===== src/rtl/pcpr_pkg.sv =====
`timescale 1ns / 1ps
// Shared constants and types of the collinear vertex removal block.
package pcpr_pkg;

	localparam int MAX_POINTS = 64;
	localparam int COORD_BITS = 16;
	localparam int MIN_RING   = 3;
	localparam int TOL_W      = 32;

	localparam int IDX_W      = $clog2(MAX_POINTS);
	localparam int CNT_W      = $clog2(MAX_POINTS + 1);
	localparam int SEQ_W      = $clog2(MAX_POINTS + 2);
	localparam int BANKS      = 2;
	localparam int BANK_W     = $clog2(BANKS);
	localparam int ADDR_W     = BANK_W + IDX_W;
	localparam int MEM_DEPTH  = 1 << ADDR_W;
	localparam int KEEP_DEPTH = 1 << IDX_W;

	localparam int DIFF_W     = COORD_BITS + 1;
	localparam int PROD_W     = 2 * DIFF_W;
	localparam int CSQ_W      = 2 * PROD_W;
	localparam int LHS_W      = CSQ_W + TOL_W;

	localparam logic [TOL_W-1:0] TOL_RESET = TOL_W'(100000000);

	typedef struct packed {
		logic signed [COORD_BITS-1:0] point_x;
		logic signed [COORD_BITS-1:0] point_y;
		logic                         point_last;
	} point_t;

	typedef struct packed {
		logic signed [COORD_BITS-1:0] out_x;
		logic signed [COORD_BITS-1:0] out_y;
		logic                         out_last;
		logic                         ring_unchanged;
		logic                         overflow;
	} result_t;

	typedef struct packed {
		logic [BANK_W-1:0] bank;
		logic [CNT_W-1:0]  count;
		logic              overflow;
	} ring_desc_t;

	typedef struct packed {
		logic                  en;
		logic [ADDR_W-1:0]     addr;
		logic [COORD_BITS-1:0] x;
		logic [COORD_BITS-1:0] y;
	} vtx_wr_t;

endpackage


===== src/rtl/pcpr_queue.sv =====
`timescale 1ns / 1ps
// Two-entry queue of closed rings between the front end and the back end.
module pcpr_queue import pcpr_pkg::*; (
	input  logic       clk,
	input  logic       arst_n,
	input  logic       push,
	input  ring_desc_t push_desc,
	input  logic       pop,
	output logic       full,
	output logic       head_valid,
	output ring_desc_t head
);

	ring_desc_t        slot_q [BANKS];
	logic [BANK_W-1:0] wr_ptr_q;
	logic [BANK_W-1:0] rd_ptr_q;
	logic [BANK_W:0]   fill_q;

	assign full       = fill_q == (BANK_W + 1)'(BANKS);
	assign head_valid = fill_q != '0;
	assign head       = slot_q[rd_ptr_q];

	always_ff @(posedge clk) begin
		if (push) begin
			slot_q[wr_ptr_q] <= push_desc;
		end
	end

	always_ff @(posedge clk or negedge arst_n) begin
		if (!arst_n) begin
			wr_ptr_q <= '0;
			rd_ptr_q <= '0;
			fill_q   <= '0;
		end else begin
			if (push) begin
				wr_ptr_q <= wr_ptr_q + 1'b1;
			end
			if (pop) begin
				rd_ptr_q <= rd_ptr_q + 1'b1;
			end
			if (push && !pop) begin
				fill_q <= fill_q + 1'b1;
			end else if (pop && !push) begin
				fill_q <= fill_q - 1'b1;
			end
		end
	end

	a_no_push_full: assert property (@(posedge clk) disable iff (!arst_n)
		!(push && full))
		else $error("ring pushed into a full queue");

endmodule


===== config.mk =====
export PLATFORM = sky130hd
export DESIGN_NAME = pcpr_queue
export DESIGN_NICKNAME = d
export VERILOG_FILES = /design/src/rtl/pcpr_pkg.sv /design/src/rtl/pcpr_queue.sv
export SDC_FILE = /design/constraint.sdc
export NUM_CORES = 1
export LEC_CHECK = 0
export BUFFER_PORTS_ARGS = -buffer_cell sky130_fd_sc_hd__buf_2
export CORE_AREA = 2 2 57 59
export DETAILED_ROUTE_END_ITERATION = 10
export DIE_AREA = 0 0 59 61
export RECOVER_POWER = 50
export SETUP_SLACK_MARGIN = 0.5
export SKIP_CTS_REPAIR_TIMING = 1
export SKIP_LAST_GASP = 1
export SYNTH_ARGS = -nofsm -noshare
export SYNTH_HDL_FRONTEND = slang
export SYNTH_SLANG_ARGS = --single-unit

===== constraint.sdc =====
create_clock -name clk -period 2.2 [get_ports clk]
set_input_delay 0.44 -clock clk [delete_from_list [all_inputs] [get_ports clk]]
set_output_delay 0.44 -clock clk [all_outputs]
set_load 0.05 [all_outputs]

==> impl_results.rst, run 1 <==
.. list-table::
   :header-rows: 1

   * - Metric
     - Value
   * - Buffers from clock root to sink, at most
     - 2
   * - Fill cell instance count of the final layout
     - 292
   * - Most common cell after layout, fill and taps aside
     - sky130_fd_sc_hd__edfxtp_1
   * - DIE WIDTH
     - 59 µm
   * - Vertical die dimension
     - 61 µm
   * - Number of different library cells in the post-synthesis netlist
     - 13
   * - Number of CTS-inserted buffers
     - 3
   * - Placed cell areas
     - 997 µm²
   * - Type of element launching the critical path
     - flop
   * - Final Critical Period
     - 1910 ps
   * - Capturing element type of the critical path
     - primary output
   * - Ratio of final minimum period to clock period
     - 86.9%
   * - Global route overflow
     - 0
   * - Clock tree from TritonCTS
     - built
   * - Antenna-violating nets left
     - 0
   * - Unrepaired setup endpoints after global routing
     - yes
   * - WP data arrival
     - 1470 ps
   * - Gp weighted congestion
     - 0.615
   * - Clock transition at the registers of the reported paths
     - 110 ps
   * - Headroom to the max-slew limit
     - 69.1%
   * - Initial standard-cell utilization of the core
     - 28.6%
   * - Status
     - completed
   * - Average wire per cell in the routed design
     - 13.2 µm
   * - Highest fanout seen on the critical path
     - 5
   * - Synth-to-Final Area Change
     - 34.2%
   * - Warnings, synthesis
     - 0
   * - Top Ports
     - 24
   * - Net Count, Synth
     - 58
   * - Final hold viol count
     - 0
   * - Maxcap violations
     - 0
   * - Critical path start-end classification
     - flop to primary output
   * - Post-Route Skew
     - 1.50 ps
   * - DRC violation count after routing
     - 0
   * - Cell count of the worst reg-to-reg path
     - 2
   * - Synth Cell Area
     - 845 µm²
   * - Net count reported at finish
     - 91
   * - Diodes inserted
     - 0
   * - Mapped Avg Cell Area
     - 19.2 µm²
   * - Layout cell share with drive strength beyond 1
     - 51.3%
   * - Latest clock arrival within the worst-skew pair
     - 300 ps
   * - Total negative slack for setup checks
     - 0 ps
   * - Library cell occupying the most area in the post-synthesis netlist
     - sky130_fd_sc_hd__edfxtp_1
   * - Final Routed Wirelength
     - 1.44 mm
   * - Achievable frequency
     - 523 MHz
   * - Wire length of the first global-routing pass
     - 2.03 mm
   * - Cell row count
     - 20
   * - Data required, critical path
     - 1760 ps
   * - P per Cell Area
     - 1440 nW/µm²
   * - Most area-consuming cells after synthesis
     - sky130_fd_sc_hd__edfxtp_1 64%, sky130_fd_sc_hd__mux2_2 12%, sky130_fd_sc_hd__dfrtp_1 12%, sky130_fd_sc_hd__xor2_1 4.1%, sky130_fd_sc_hd__ha_1 1.5%
   * - Root Buffer
     - sky130_fd_sc_hd__clkbuf_4
   * - Number of vias after detailed routing
     - 470
   * - Pins Over Slew Limit
     - 0
   * - Vias in the first global route
     - 456
   * - Slew at the pin closest to its max-slew limit
     - 463 ps
   * - First-pass iteration count of the detailed router
     - 2
   * - Count of H-tree levels built during CTS
     - 1
   * - Core region area
     - 2950 µm²
   * - Leading cell types in the layout, fill and taps excluded
     - 18 x sky130_fd_sc_hd__edfxtp_1, 10 x sky130_fd_sc_hd__buf_6, 9 x sky130_fd_sc_hd__buf_2
   * - Die outline area
     - 3600 µm²
   * - GRT Resource Usage Total
     - 8.25%
   * - Layout Cell Area excl Fill
     - 1130 µm²
   * - Final setup violation count
     - 0
   * - Yosys reg bits
     - 22
   * - Post-DR vias/cell
     - 4.31
   * - Top-area cell type share of the netlist area
     - 64.0%
   * - Sink count of the clock tree
     - 22
   * - DP HPWL
     - 943 µm
   * - Hold depth
     - 1
   * - Count of input and output buffers
     - 23
   * - Maximum number of pins on one net before global-route repair
     - 13
   * - Synthesized instance count
     - 44
   * - Sequential cell area fraction in the yosys report
     - 75.9%
   * - Worst Hold Class
     - input port to flop
   * - Cell leakage power
     - 0.450 nW
   * - Initial antenna violation count
     - 0
   * - Violation count after the first detailed-routing iteration
     - 4
   * - Worst IR drop on VDD
     - 364 µV
[sequential cells by signal, indices dropped and copies added, names as in the netlist]
signal and count:
fill_q 2, rd_ptr_q 1, slot_q 18, wr_ptr_q 1
[cell families after synthesis]
group	synth area share, %
XOR/XNOR	5.18
adder cells (fa/ha/maj)	1.48
buffers and inverters	1.78
flip-flops	75.9
multiplexers	12.0
AND/OR/NAND/NOR	3.70
[cell usage after synthesis]
| library cell | n |
|---|---|
| sky130_fd_sc_hd__and2_1 | 1 |
| sky130_fd_sc_hd__and2b_2 | 1 |
| sky130_fd_sc_hd__buf_6 | 1 |
| sky130_fd_sc_hd__dfrtp_1 | 4 |
| sky130_fd_sc_hd__edfxtp_1 | 18 |
| sky130_fd_sc_hd__ha_1 | 1 |
| sky130_fd_sc_hd__inv_1 | 1 |
| sky130_fd_sc_hd__mux2_2 | 9 |
| sky130_fd_sc_hd__nor2_1 | 1 |
| sky130_fd_sc_hd__nor2b_1 | 1 |
| sky130_fd_sc_hd__or2_2 | 1 |
| sky130_fd_sc_hd__xnor2_1 | 1 |
| sky130_fd_sc_hd__xor2_1 | 4 |
[metal layers]
metal | part of all wire, % | global-route usage, % | vias to the layer above
met5 | 0 | 0 | -
met4 | 2.9 | 7.79 | 0
met3 | 6.3 | 2.35 | 6
met2 | 49 | 12.4 | 17
met1 | 42 | 9.46 | 224
li1 | - | - | 223
[report_power, final]
part           internal (mW)  total, mW  switching (mW)
clock                 0.0663      0.181           0.115
combinational          0.346      0.845           0.499
sequential             0.566      0.612          0.0456
total                  0.978       1.64           0.659
[worst max-delay path, stage by stage, from the launching register on]
cell and delay (ps):
sky130_fd_sc_hd__dfrtp_2 380, sky130_fd_sc_hd__clkbuf_1 250, sky130_fd_sc_hd__mux2_2 380, sky130_fd_sc_hd__buf_6 150
[path summary, 6_finish.rpt]
| check | start | endpoint | slack [ps] |
|---|---|---|---|
| setup / recovery | rd_ptr_q | head[5] | 290 |
| hold / removal | push_desc[0] | slot_q[0][0] | 320 |
| setup reg to reg | wr_ptr_q | slot_q[0][4] | 970 |
| hold reg to reg | wr_ptr_q | wr_ptr_q | 500 |
| max in group asynchronous | arst_n | rd_ptr_q | 1520 |
| min in group asynchronous | arst_n | wr_ptr_q | 490 |
[layout make-up]
class	count	area (µm²)	share of cell area, %
Clock inverter	1	3.75	0.331
Inverter	1	3.75	0.331
Tap cell	33	41.3	3.64
Multi-Input combinational cell	20	193	17.0
Sequential cell	22	642	56.6
Timing Repair Buffer	29	228	20.1
Clock buffer	3	22.5	1.99
[stage by stage]
stage / cells / utilization, % / hold WS, ps / power (mW) / worst slack (ps)
floorplan: 44 / - / 144 / 1.15 / 853
global placement: 100 / 33.8 / 249 / 1.27 / 551
detailed placement: 100 / 33.8 / 250 / 1.28 / 539
CTS: 104 / 34.7 / -95.1 / 1.46 / 172
global route: 109 / 38.4 / 287 / 1.72 / 206
finish: 109 / 38.4 / 318 / 1.64 / 288
Power figures use the tool's default switching activity.
==> run 2, diff against run 1 <==
--- a/config.mk
+++ b/config.mk
@@ -5,12 +5,12 @@
 export SDC_FILE = /design/constraint.sdc
 export NUM_CORES = 1
 export LEC_CHECK = 0
-export BUFFER_PORTS_ARGS = -buffer_cell sky130_fd_sc_hd__buf_2
 export CORE_AREA = 2 2 57 59
 export DETAILED_ROUTE_END_ITERATION = 10
 export DIE_AREA = 0 0 59 61
+export DONT_BUFFER_PORTS = 1
 export RECOVER_POWER = 50
-export SETUP_SLACK_MARGIN = 0.5
+export SETUP_SLACK_MARGIN = 0.02
 export SKIP_CTS_REPAIR_TIMING = 1
 export SKIP_LAST_GASP = 1
 export SYNTH_ARGS = -nofsm -noshare
==> run 2 against run 1 <==
Cell area decreased by 19%. Die area stayed put. Core utilization decreased by 7.4 points. Critical path depth is 2 lower. Clock power is 4% lower. Flip-flop and latch count unchanged. Sequential share of layout area increased by 13 points. Clock skew is 4.8 ps higher. Fmax grew 3.5%. Routed wire length down 17%. Critical endpoint is now head[3].
==> impl_results.rst, run 2 (synthesis results as in run 1) <==
.. list-table::
   :header-rows: 1

   * - Metric
     - Value
   * - Status
     - completed
   * - Cell leakage power
     - 0.320 nW (-29%)
   * - Synth-to-Final Area Change
     - 8.30%
   * - Post-DR vias/cell
     - 4.34 (+0.69%)
   * - Type of element launching the critical path
     - flop
   * - Final Critical Period
     - 1850 ps (-65.6 ps)
   * - Post-Route Skew
     - 6.32 ps (+4.82 ps)
   * - Layout cell share with drive strength beyond 1
     - 28.6% (-23 points)
   * - Cell row count
     - 20 (unchanged)
   * - Count of H-tree levels built during CTS
     - 1 (unchanged)
   * - Final Routed Wirelength
     - 1.19 mm (-17%)
   * - Maximum number of pins on one net before global-route repair
     - 13 (unchanged)
   * - Area used by sequential logic in the layout
     - 641 µm² (-0.20%)
   * - Headroom to the max-slew limit
     - 66.8% (-2.3 points)
   * - Critical path start-end classification
     - flop to primary output
   * - DRC violation count after routing
     - 0 (unchanged)
   * - P per Cell Area
     - 1470 nW/µm² (+1.7%)
   * - Antenna-violating nets left
     - 0 (unchanged)
   * - Highest fanout seen on the critical path
     - 10 (+5)
   * - Initial standard-cell utilization of the core
     - 28.6% (unchanged)
   * - DIE WIDTH
     - 59 µm (unchanged)
   * - Slew at the pin closest to its max-slew limit
     - 498 ps (+34.5 ps)
   * - Diodes inserted
     - 0 (unchanged)
   * - Sink count of the clock tree
     - 22 (unchanged)
   * - Fill cell instance count of the final layout
     - 308 (+5.5%)
   * - Core Util, Final
     - 31.0% (-7.4 points)
   * - Worst IR drop on VDD
     - 256 µV (-30%)
   * - Net count reported at finish
     - 64 (-30%)
   * - Gp weighted congestion
     - 0.607 (-1.4%)
   * - Wire length of the first global-routing pass
     - 1.75 mm (-14%)
   * - Global route overflow
     - 0 (unchanged)
   * - Latest clock arrival within the worst-skew pair
     - 290 ps (about the same)
   * - DP HPWL
     - 900 µm (-4.6%)
   * - Clock transition at the registers of the reported paths
     - 100 ps (about the same)
   * - Final setup violation count
     - 0 (unchanged)
   * - Initial antenna violation count
     - 0 (unchanged)
   * - Clock tree from TritonCTS
     - built
   * - Data required, critical path
     - 1760 ps (about the same)
   * - Register with the most flip-flops
     - slot_q
   * - Buffers from clock root to sink, at most
     - 2 (unchanged)
   * - Placed cell areas
     - 882 µm² (-12%)
   * - Worst Hold Class
     - input port to flop
   * - Achievable frequency
     - 541 MHz (+3.5%)
   * - Total negative slack for setup checks
     - 0 ps (unchanged)
   * - Top Ports
     - 24 (unchanged)
   * - Core region area
     - 2950 µm² (unchanged)
   * - Cell class contributing the biggest share of worst-path delay
     - flip-flops
   * - Pins Over Slew Limit
     - 0 (unchanged)
   * - Layout Cell Area excl Fill
     - 915 µm² (-19%)
   * - Flip-flop count of the largest register after layout
     - 18 (unchanged)
   * - Unrepaired setup endpoints after global routing
     - no
   * - Largest stage delay on the critical path
     - 600 ps (+220 ps)
   * - Post-route worst hold slack
     - 219 ps (-99.0 ps)
   * - Final hold viol count
     - 0 (unchanged)
   * - Vias in the first global route
     - 374 (-18%)
   * - CP cell instances
     - mux2_2
   * - Capturing element type of the critical path
     - primary output
   * - Number of standard cells in the final layout excluding fillers
     - 82 (-25%)
   * - Number of placed instances with taps included
     - 77 (-23%)
   * - Cell with the largest stage delay on the worst path
     - sky130_fd_sc_hd__dfrtp_1
   * - Vertical die dimension
     - 61 µm (unchanged)
   * - Leading cell types in the layout, fill and taps excluded
     - 18 x sky130_fd_sc_hd__edfxtp_1, 9 x sky130_fd_sc_hd__mux2_2, 4 x sky130_fd_sc_hd__xor2_1, 4 x sky130_fd_sc_hd__dfrtp_1, 3 x sky130_fd_sc_hd__clkbuf_4
   * - First-pass iteration count of the detailed router
     - 2 (unchanged)
   * - Count of input and output buffers
     - 0 (-100%)
   * - Die outline area
     - 3600 µm² (unchanged)
   * - Root Buffer
     - sky130_fd_sc_hd__clkbuf_4
   * - Violation count after the first detailed-routing iteration
     - 4 (unchanged)
   * - Most common cell after layout, fill and taps aside
     - sky130_fd_sc_hd__edfxtp_1
   * - Ratio of final minimum period to clock period
     - 83.9% (-3.0 points)
   * - WP data arrival
     - 1410 ps (-60 ps)
   * - Number of vias after detailed routing
     - 356 (-24%)
   * - Maxcap violations
     - 0 (unchanged)
   * - Area of the multi-input gates
     - 189 µm² (-1.9%)
   * - Biggest regs
     - slot_q: 18 flops, fill_q: 2 flops
   * - GRT Resource Usage Total
     - 7.08% (-1.2 points)
   * - Number of buffers and inverters on the critical path
     - 0 (-2)
   * - Number of CTS-inserted buffers
     - 3 (unchanged)
   * - Average wire per cell in the routed design
     - 14.5 µm (+9.9%)
==> run 2: changes by cell type in the layout (fill, tap and decap cells not counted), sizes merged <==
cell	before	now
clkbuf	8	4
buf	23	0
==> run 2: path summary, 6_finish.rpt <==
kind | endpoint | cells after the start | startpoint | slack, ps
min | wr_ptr_q | 1 | push | 220
min reg2reg | fill_q[1] | 1 | fill_q[1] | 490
max | head[3] | 1 | rd_ptr_q | 350
min in group asynchronous | fill_q[1] | 1 | arst_n | 410
max in group asynchronous | rd_ptr_q | 1 | arst_n | 1630
max reg2reg | slot_q[0][3] | 2 | wr_ptr_q | 920
==> run 2: final cells by class <==
type                    count  area share, %
multi-input cells          20           20.7
repair buffers              2           1.50
well taps                  33           4.51
inverters                   1          0.410
clock inverters             1          0.410
clock buffers               3           2.46
flip-flops and latches     22           70.0
==> run 2: routing by layer <==
metal	GRT usage, %	part of all wire, %	up-vias
met4	5.84	1.2	0
met5	0	0	-
met3	3.84	13	2
met1	5.68	33	166
met2	12.5	52	20
li1	-	-	168
==> run 2: through the flow <==
step / worst slack [ps] / power (mW)
after floorplan: 853 / 1.15
after global placement: 663 / 1.18
after detailed placement: 644 / 1.19
after CTS: 302 / 1.37
after global routing: 276 / 1.41
final: 353 / 1.34
==> run 2: where the power goes <==
group,total (mW),internal (mW),switching [mW]
Sequential,0.637,0.565,0.0726
Combinational,0.533,0.129,0.404
Clock,0.173,0.0659,0.107
Total,1.34,0.760,0.583
