File: config.mk
export PLATFORM = sky130hd
export DESIGN_NAME = pcpr_front
export DESIGN_NICKNAME = d
export VERILOG_FILES = /design/src/rtl/pcpr_pkg.sv /design/src/rtl/pcpr_front.sv
export SDC_FILE = /design/constraint.sdc
export NUM_CORES = 1
export LEC_CHECK = 0
export ABC_AREA = 1
export BUFFER_PORTS_ARGS = -buffer_cell sky130_fd_sc_hd__buf_2
export CAP_MARGIN = 10
export CORE_MARGIN = 2
export CORE_UTILIZATION = 30
export DETAILED_ROUTE_END_ITERATION = 6
export HOLD_SLACK_MARGIN = 0.08
export PLACE_DENSITY = 0.71
export SYNTH_ARGS = -nofsm -noshare
export SYNTH_HDL_FRONTEND = slang
export SYNTH_SLANG_ARGS = --single-unit
File: constraint.sdc
create_clock -name clk -period 1.8 [get_ports clk]
set_clock_uncertainty 0.2 [all_clocks]
set_input_delay 0.36 -clock clk [delete_from_list [all_inputs] [get_ports clk]]
set_output_delay 0.36 -clock clk [all_outputs]
set_load 0.03 [all_outputs]
File: src/rtl/pcpr_pkg.sv
`timescale 1ns / 1ps
// Shared constants and types of the collinear vertex removal block.
package pcpr_pkg;

	localparam int MAX_POINTS = 64;
	localparam int COORD_BITS = 16;
	localparam int MIN_RING   = 3;
	localparam int TOL_W      = 32;

	localparam int IDX_W      = $clog2(MAX_POINTS);
	localparam int CNT_W      = $clog2(MAX_POINTS + 1);
	localparam int SEQ_W      = $clog2(MAX_POINTS + 2);
	localparam int BANKS      = 2;
	localparam int BANK_W     = $clog2(BANKS);
	localparam int ADDR_W     = BANK_W + IDX_W;
	localparam int MEM_DEPTH  = 1 << ADDR_W;
	localparam int KEEP_DEPTH = 1 << IDX_W;

	localparam int DIFF_W     = COORD_BITS + 1;
	localparam int PROD_W     = 2 * DIFF_W;
	localparam int CSQ_W      = 2 * PROD_W;
	localparam int LHS_W      = CSQ_W + TOL_W;

	localparam logic [TOL_W-1:0] TOL_RESET = TOL_W'(100000000);

	typedef struct packed {
		logic signed [COORD_BITS-1:0] point_x;
		logic signed [COORD_BITS-1:0] point_y;
		logic                         point_last;
	} point_t;

	typedef struct packed {
		logic signed [COORD_BITS-1:0] out_x;
		logic signed [COORD_BITS-1:0] out_y;
		logic                         out_last;
		logic                         ring_unchanged;
		logic                         overflow;
	} result_t;

	typedef struct packed {
		logic [BANK_W-1:0] bank;
		logic [CNT_W-1:0]  count;
		logic              overflow;
	} ring_desc_t;

	typedef struct packed {
		logic                  en;
		logic [ADDR_W-1:0]     addr;
		logic [COORD_BITS-1:0] x;
		logic [COORD_BITS-1:0] y;
	} vtx_wr_t;

endpackage

File: src/rtl/pcpr_front.sv
`timescale 1ns / 1ps
// Front end: accepts vertices, writes them to the current bank and closes rings.
module pcpr_front import pcpr_pkg::*; (
	input  logic       clk,
	input  logic       arst_n,
	input  logic       in_valid,
	output logic       in_stall,
	input  point_t     in_data,
	input  logic       q_full,
	output vtx_wr_t    wr,
	output logic       push,
	output ring_desc_t push_desc
);

	logic [CNT_W-1:0]  count_q;
	logic              overflow_q;
	logic [BANK_W-1:0] bank_q;
	logic              accept;
	logic              room;

	// Both banks are owned by the back end while the ring queue is full.
	assign in_stall = q_full;
	assign accept   = in_valid && !q_full;
	assign room     = count_q < CNT_W'(MAX_POINTS);
	assign push     = accept && in_data.point_last;

	always_comb begin
		wr.en              = accept && room;
		wr.addr            = {bank_q, count_q[IDX_W-1:0]};
		wr.x               = in_data.point_x;
		wr.y               = in_data.point_y;
		push_desc.bank     = bank_q;
		push_desc.count    = room ? count_q + 1'b1 : count_q;
		push_desc.overflow = overflow_q || !room;
	end

	always_ff @(posedge clk or negedge arst_n) begin
		if (!arst_n) begin
			count_q    <= '0;
			overflow_q <= 1'b0;
			bank_q     <= '0;
		end else if (accept) begin
			if (in_data.point_last) begin
				count_q    <= '0;
				overflow_q <= 1'b0;
				bank_q     <= bank_q + 1'b1;
			end else if (room) begin
				count_q <= count_q + 1'b1;
			end else begin
				overflow_q <= 1'b1;
			end
		end
	end

	a_count_bound: assert property (@(posedge clk) disable iff (!arst_n)
		count_q <= CNT_W'(MAX_POINTS))
		else $error("vertex count ran past capacity");

	a_overflow_full: assert property (@(posedge clk) disable iff (!arst_n)
		overflow_q |-> count_q == CNT_W'(MAX_POINTS))
		else $error("overflow flagged while the ring still had room");

endmodule

==> results of run 1 <==
==> worst register-to-register path, cell delays in order, from the launching register on <==
cell,delay (ns)
dfrtp_2,0.41
ha_4,0.17
inv_4,0.04
o21ai_1,0.10
nand2_1,0.09
buf_4,0.14
buf_4,0.12
buf_4,0.12
buf_4,0.12
buf_4,0.12
o22ai_2,0.07
==> synth_stat cells <==
library cell | count | area (um^2)
a21oi_1 | 1 | 5.00
inv_1 | 12 | 45.0
o21ai_1 | 1 | 5.00
nor2_4 | 2 | 22.5
nand2_1 | 24 | 90.1
and2_1 | 2 | 12.5
o22ai_1 | 2 | 12.5
inv_2 | 2 | 7.51
xnor2_1 | 1 | 8.76
xor2_1 | 1 | 8.76
clkinv_2 | 1 | 5.00
nor2_2 | 1 | 6.26
nor2_1 | 2 | 7.51
nand4_1 | 2 | 12.5
nand3_1 | 5 | 25.0
ha_1 | 1 | 12.5
dfrtp_1 | 9 | 225
buf_4 | 42 | 315
o21ai_0 | 2 | 10.0
nand2_2 | 1 | 6.26
or2_1 | 1 | 6.26
nand3_2 | 1 | 10.0
a21boi_1 | 1 | 7.51
==> cells by family after synthesis <==
kind of cell,after synthesis,share of synthesized area
buf+inv,57,0.430
simple gates,41,0.229
flops,9,0.260
compound gates,7,0.0462
xor+xnor,2,0.0202
fa+ha+maj,1,0.0144
==> state kept, by name (all words and copies together) (netlist names) <==
name and cells:
bank_q 1, count_q 7, overflow_q 1
==> per-stage QoR <==
step | instance area, um^2 | setup TNS (ns) | utilization | instances | hold slack [ns]
after floorplan | 867 | 0 | - | 117 | -0.136
after global placement | 751 | 0 | 0.272 | 135 | 0.0245
after detailed placement | 751 | 0 | 0.272 | 135 | 0.0296
after CTS | 942 | -0.326 | 0.342 | 148 | 0.226
after global routing | 991 | -0.621 | 0.359 | 150 | 0.249
final | 991 | -0.199 | 0.359 | 150 | 0.227
==> worst max-delay path by stage <==
stage	start	end	slack, ns	cells past startpoint
after global routing	count_q[1]	push_desc[6]	-0.11	6
after detailed placement	count_q[1]	push_desc[7]	0.09	6
after floorplan	count_q[0]	push_desc[7]	0.17	5
final	count_q[1]	push_desc[2]	-0.07	5
after CTS	count_q[0]	push_desc[2]	-0.08	5
after global placement	count_q[0]	push_desc[7]	0.10	6
==> power by group through the flow <==
stage	Combinational (W)	Sequential, W	Clock [W]
floorplan	0.000363	0.000253	0
global placement	0.000279	0.000251	0
detailed placement	0.000278	0.000251	0
CTS	0.000352	0.000253	0.000166
global route	0.000406	0.000256	0.000174
finish	0.000384	0.000254	0.000163
==> cell type report <==
cell class                 count  area share
sequential                     9       0.231
multi-input combinational     51       0.333
tap                           31      0.0391
inverter                      15      0.0644
clock buffer                   4      0.0265
timing repair buffer          40       0.306
==> metal layers <==
| layer | GRT usage | vias up | share of wire |
|---|---|---|---|
| met2 | 0.182 | 36 | 0.48 |
| met1 | 0.142 | 295 | 0.38 |
| met3 | 0.0513 | 14 | 0.10 |
| li1 | - | 320 | - |
| met5 | 0 | - | 0 |
| met4 | 0.0731 | 0 | 0.036 |
==> repair_timing <==
item | in CTS | in global routing
setup endpoints to repair | 7 | 9
buffers inserted | 8 | 2
resized for setup | 31 | 11
cloned | 0 | 0
pin swaps | 8 | 7
hold endpoints to repair | 9 | 0
hold buffers | 1 | 0
==> impl_results.md, run 1 <==
- Slowest CP cell: dfrtp_2
- Largest stage delay, worst path: 0.44 ns
- Worst Tran Pin Value: 0.231 ns
- First-pass GRT wire length: 3.06 mm
- Area of the core: 0.00276 mm^2
- IO Pins: 88
- Max Cap Viol: 0
- Most frequent cells in the layout: nand2_1, buf_2, buf_4
- GRT Resource Usage Total: 0.121
- Setup WS post-layout: -0.0746 ns
- Worst hold path startpoint: in_data[0]
- Port bufs: 23
- Ys Warns: 0
- Max Slew Vio Count: 0
- Final setup viols: 7
- Crit path time final: 1.87 ns
- CTS root buf: clkbuf_4
- GRT overflow: 0
- CTS max path bufs: 2
- Failing checks: setup timing
- Die Y: 57.8 um
- Nets@finish: 158
- Net Sw Power: 0.000322 W
- Buffers & Inverters on Critical Path: 2
- Layout fillers: 286
- Vias per inst: 4.43
- HPWL after DPL: 1.36 mm
- Min-Delay Path Class: input pin to flip-flop
- Rel. slew slack: 0.845
- Peak VDD IR: 0.375 mV
- FF+latch area: 229 um^2
- RSZ-0062 raised after global routing: true
- Pint: 0.000478 W
- Pin count of the biggest net entering global routing: 10
- Commonest non-fill, non-tap cell in the layout: nand2_1
- Syn Inst Count: 117
- Total CTS buffers: 3
- Starting density of the core: 0.314
- Worst-skew pair later-pin latency: 0.26 ns
- CP cell instances: ha_4, nand2_2, and2_4, inv_2, buf_6
- WHS Path Cells: 3
- FP Rows: 19
- Logic pwr share: 0.480
- CP top delay family: flip-flops
- ANT cells: 0
- Full die area: 0.00334 mm^2
- Sequential share of power: 0.317
- F_max: 0.533 GHz
- CTS H-tree depth: 1
- RR Startpoint: count_q[1]
- Via count: 665
- DR WL/cell: 13.2 um
- Die outline width: 57.8 um
- Syn Area/Cell: 7.41 um^2
- Reg2Reg Depth: 10
- Hold Fails Final Rpt: 0
- Final Routed Wirelength: 1.98 mm
- Multi-input gate area: 330 um^2
- Clock tree sinks: 9
- Post-Syn Area: 867 um^2
- Syn nets: 155
- Number of library cell types mapped by synthesis: 23
- CP Capture Type: output port
- Clock power frac: 0.203
- Worst EP arrival: 1.31 ns
- Final Cycle Share: 1.04
- Worst setup SP type: flip-flop
- Hold EP: bank_q
- Switching Share: 0.402
- Place WS: 0.0930 ns
- Terminus of the critical flop-to-flop path: count_q[2]
- Status: finished, violations left
- Maximum fanout along the worst path: 4
- Worst path required time: 1.24 ns
- DRC: 0
- Worst-path clk slew: 0.07 ns
- Drt first-iter violations: 22
- Antenna Violating Nets Remaining: 0
- Layout cell share with drive strength beyond 1: 0.571
- Kind of critical path: flip-flop to output port
- FF+latch count, synth: 9
- Router iterations before antenna repair: 4
- Clock tree from TritonCTS: yes
- Layout Area Growth over Synthesis: 14.3%
- Reg-to-reg slack, setup: 0.02 ns
- P per Cell Area: 808 mW/mm^2
- Leak: 0.511 nW
- Pwr Total: 0.000800 W
- Initial antenna violation count: 0
- Gpl congestion: 0.764
- Vias in the first global route: 655
- Register area share after synthesis: 0.260
(Power assumes the default switching activity.)
==> run 2: changes to the inputs <==
- ABC_AREA: 1 -> unset
- RECOVER_POWER: unset -> 100
==> run 2 against run 1 <==
The run still ends with setup timing left. Combinational power rose by 29%. Power rose by 16%. Sequential power rose by 7%. Clock power barely moved. First-iteration DRC count fell by 50%. Via count fell by 13%. Final cell count fell by 16%. Synthesized cell count fell by 21%. Sequential share of layout area fell by 0.33 points. Fmax fell by 4.6%. Non-clock buffer count rose by 2. Die area fell by 1.9%. Critical endpoint is now push_desc[3]. Largest cell class unchanged.
==> impl_results.md, run 2 <==
- Hold Fails Final Rpt: 0 (unchanged)
- Syn Area/Cell: 9.23 um^2 (was 7.41 um^2)
- Final core utilization: 0.366 (was 0.359)
- M3 GR Usage: 0.0703 (was 0.0513)
- Max Slew Vio Count: 0 (unchanged)
- Post-Syn Area: 850 um^2 (was 867 um^2)
- IO Pins: 88 (unchanged)
- F_max: 0.509 GHz (was 0.533 GHz)
- Top-count cell post-synth: buf_4 (unchanged)
- Pwr Total: 0.000928 W (was 0.000800 W)
- DRC: 0 (unchanged)
- CTS root buf: clkbuf_4 (unchanged)
- Post-synth EDFFs: 0 (unchanged)
- Peak VDD IR: 0.417 mV (was 0.375 mV)
- Place WS: 0.0343 ns (was 0.0930 ns)
- Terminus of the critical flop-to-flop path: count_q[3] (was count_q[2])
- Vias per inst: 4.60 (was 4.43)
- Largest stage delay, worst path: 0.41 ns (was 0.44 ns)
- CP cell instances: buf_4, nand2b_1, xnor2_2, buf_6 (was ha_4, nand2_2, and2_4, inv_2, buf_6)
- Largest area contributor in the netlist: buf_4 (unchanged)
- Gpl congestion: 0.807 (was 0.764)
- Kind of critical path: flip-flop to output port (unchanged)
- RSZ-0062 raised after global routing: true (unchanged)
- Reg-to-reg slack, setup: 0.19 ns (was 0.02 ns)
- Clock tree sinks: 9 (unchanged)
- GRT met1 Usage: 0.115 (was 0.142)
- GRT Resource Usage Total: 0.119 (was 0.121)
- DR WL/cell: 16.0 um (was 13.2 um)
- Setup WS post-layout: -0.164 ns (was -0.0746 ns)
- Post-route setup TNS: -0.920 ns (was -0.199 ns)
- Pin count of the biggest net entering global routing: 10 (unchanged)
- Initial antenna violation count: 0 (unchanged)
- Max reg flops: 7 (unchanged)
- Most frequent cells in the layout: buf_4, buf_6, buf_2 (was nand2_1, buf_2, buf_4)
- WHS Path Cells: 2 (was 3)
- RR Startpoint: count_q[1] (unchanged)
- Register area share after synthesis: 0.265 (was 0.260)
- Number of library cell types mapped by synthesis: 25 (was 23)
- Crit path time final: 1.96 ns (was 1.87 ns)
- FF+latch area: 228 um^2 (was 229 um^2)
- Most crowded layer after global routing: met2 (unchanged)
- Final Cycle Share: 1.09 (was 1.04)
- FF+latch count, synth: 9 (unchanged)
- Multi-input gate area: 385 um^2 (was 330 um^2)
- Clock tree from TritonCTS: yes (unchanged)
- Drt first-iter violations: 11 (was 22)
- First-pass GRT wire length: 3.00 mm (was 3.06 mm)
- GRT overflow: 0 (unchanged)
- Layout cell share with drive strength beyond 1: 0.558 (was 0.571)
- P per Cell Area: 929 mW/mm^2 (was 808 mW/mm^2)
- Worst path required time: 1.24 ns (about the same)
- HPWL after DPL: 1.39 mm (was 1.36 mm)
- Vias in the first global route: 627 (was 655)
- Die outline width: 57.2 um (was 57.8 um)
- Crit. Startpoint: count_q[6] (was count_q[1])
- Area of the core: 0.00273 mm^2 (was 0.00276 mm^2)
- Top FF cell, synth: dfrtp_1 (unchanged)
- DP Cell Count: 114 (was 135)
- Slowest CP cell: dfrtp_1 (was dfrtp_2)
- Commonest cells post-synth: buf_4, dfrtp_1, xnor2_1 (was buf_4, nand2_1, inv_1)
- Layout Area Growth over Synthesis: 17.7% (was 14.3%)
- CP Capture Type: output port (unchanged)
- Total CTS buffers: 3 (unchanged)
- Worst setup SP type: flip-flop (unchanged)
- Maximum fanout along the worst path: 4 (unchanged)
- Reg2Reg Depth: 5 (was 10)
- Via count: 579 (was 665)
- Router iterations before antenna repair: 4 (unchanged)
- Status: finished, violations left (unchanged)
- Syn Inst Count: 92 (was 117)
- Worst-path clk slew: 0.07 ns (about the same)
- Most flop-heavy register: count_q (unchanged)
- FP Rows: 19 (unchanged)
- Max Cap Viol: 0 (unchanged)
- Worst hold path startpoint: in_data[0] (unchanged)
- Largest cells by area after synthesis: buf_4, dfrtp_1, xnor2_1 (was buf_4, dfrtp_1, nand2_1)
- Largest registers: count_q x7, bank_q x1, overflow_q x1 (unchanged)
- Full die area: 0.00327 mm^2 (was 0.00334 mm^2)
- Worst Tran Pin Value: 0.539 ns (was 0.231 ns)
- Nets@finish: 134 (was 158)
- Layout fillers: 277 (was 286)
- ANT cells: 0 (unchanged)
- Failing checks: setup timing (unchanged)
- Yosys top cell area share: 0.362 (was 0.364)
- Worst EP arrival: 1.40 ns (was 1.31 ns)
- Worst-skew pair later-pin latency: 0.26 ns (about the same)
- Die Y: 57.2 um (was 57.8 um)
- Final setup viols: 7 (unchanged)
- Ys Warns: 0 (unchanged)
- Hold EP: count_q[5] (was bank_q)
- Starting density of the core: 0.311 (was 0.314)
- Post-route insts no fill: 126 (was 150)
- CTS max path bufs: 2 (unchanged)
- Syn nets: 130 (was 155)
- Final Routed Wirelength: 2.02 mm (was 1.98 mm)
- Port bufs: 23 (unchanged)
- Min-Delay Path Class: input pin to flip-flop (unchanged)
- Leak: 0.489 nW (was 0.511 nW)
- Ys async rst share: 1.00 (unchanged)
- Rel. slew slack: 0.641 (was 0.845)
- Commonest non-fill, non-tap cell in the layout: buf_4 (was nand2_1)
- CTS H-tree depth: 1 (unchanged)
- GRT met2 Usage: 0.192 (was 0.182)
- Antenna Violating Nets Remaining: 0 (unchanged)
## run 2: changes by cell type after synthesis, sizes merged, moves of 2 or more
cell / delta
o22ai: -2
nand4: -2
a22o: +3
a311o: +2
nand2: -21
nand3: -6
o21ai: -3
xnor2: +4
nand2b: +2
nor4: +2
nand4b: +3
nor2b: +2
inv: -12
## run 2: layout make-up
cell class              instances  area share
multi-input cells              38       0.385
well taps                      31      0.0388
inverters                       2     0.00751
clock buffers                   4      0.0263
repair buffers                 42       0.314
flip-flops and latches          9       0.228
## run 2: cells by family (layout without fill, tap and decap cells)
logic type               count (synthesis)  after routing  share of synthesized area
adder cells (fa/ha/maj)                  1              1                     0.0147
buffers and inverters                   45             48                      0.390
AO/OA/AOI/OAI                            9              9                     0.0972
XOR/XNOR                                 6              6                     0.0619
multiplexers                             1              1                     0.0133
flip-flops                               9              9                      0.265
AND/OR/NAND/NOR                         21             21                      0.158
## run 2: power by group
group,internal [W],total [W],switching (W)
logic,0.000213,0.000494,0.000281
registers,0.000237,0.000272,0.0000354
clock network,0.0000856,0.000162,0.0000763
## run 2: worst max path at each step
| stage | end | slack, ns | cells after the start |
|---|---|---|---|
| final | push_desc[3] | -0.16 | 4 |
| after global routing | push_desc[5] | -0.20 | 4 |
| after CTS | push_desc[5] | -0.15 | 4 |
| after detailed placement | push_desc[5] | 0.03 | 4 |
| after global placement | push_desc[2] | 0.08 | 3 |
| after floorplan | push_desc[4] | 0.03 | 3 |
## run 2: metal layers
| metal | vias up | share of wire |
|---|---|---|
| li1 | 269 | - |
| met1 | 263 | 0.34 |
| met2 | 35 | 0.50 |
| met3 | 12 | 0.13 |
| met4 | 0 | 0.030 |
| met5 | - | 0 |
## run 2: critical path: cells and delay by family, from the launching register on
family,cells,cell delay (ns)
and+or+nand+nor,1,0.18
xor gates and xnor gates,1,0.22
DFF,1,0.41
buffers and inverters,2,0.34
## run 2: repair_timing
item | 4_1_cts | 5_1_grt
hold endpoints to repair | 9 | 0
gates cloned | 0 | 0
resized for setup | 27 | 9
hold buffers | 1 | 0
setup buffers | 2 | 5
pin swaps | 1 | 3
endpoints found under the setup margin | 8 | 8
## run 2: stage by stage
step / area, um^2 / hold slack [ns]
floorplan: 872 / -0.136
global placement: 785 / 0.0251
detailed placement: 785 / 0.0289
CTS: 933 / 0.209
global route: 1000 / 0.205
finish: 1000 / 0.209
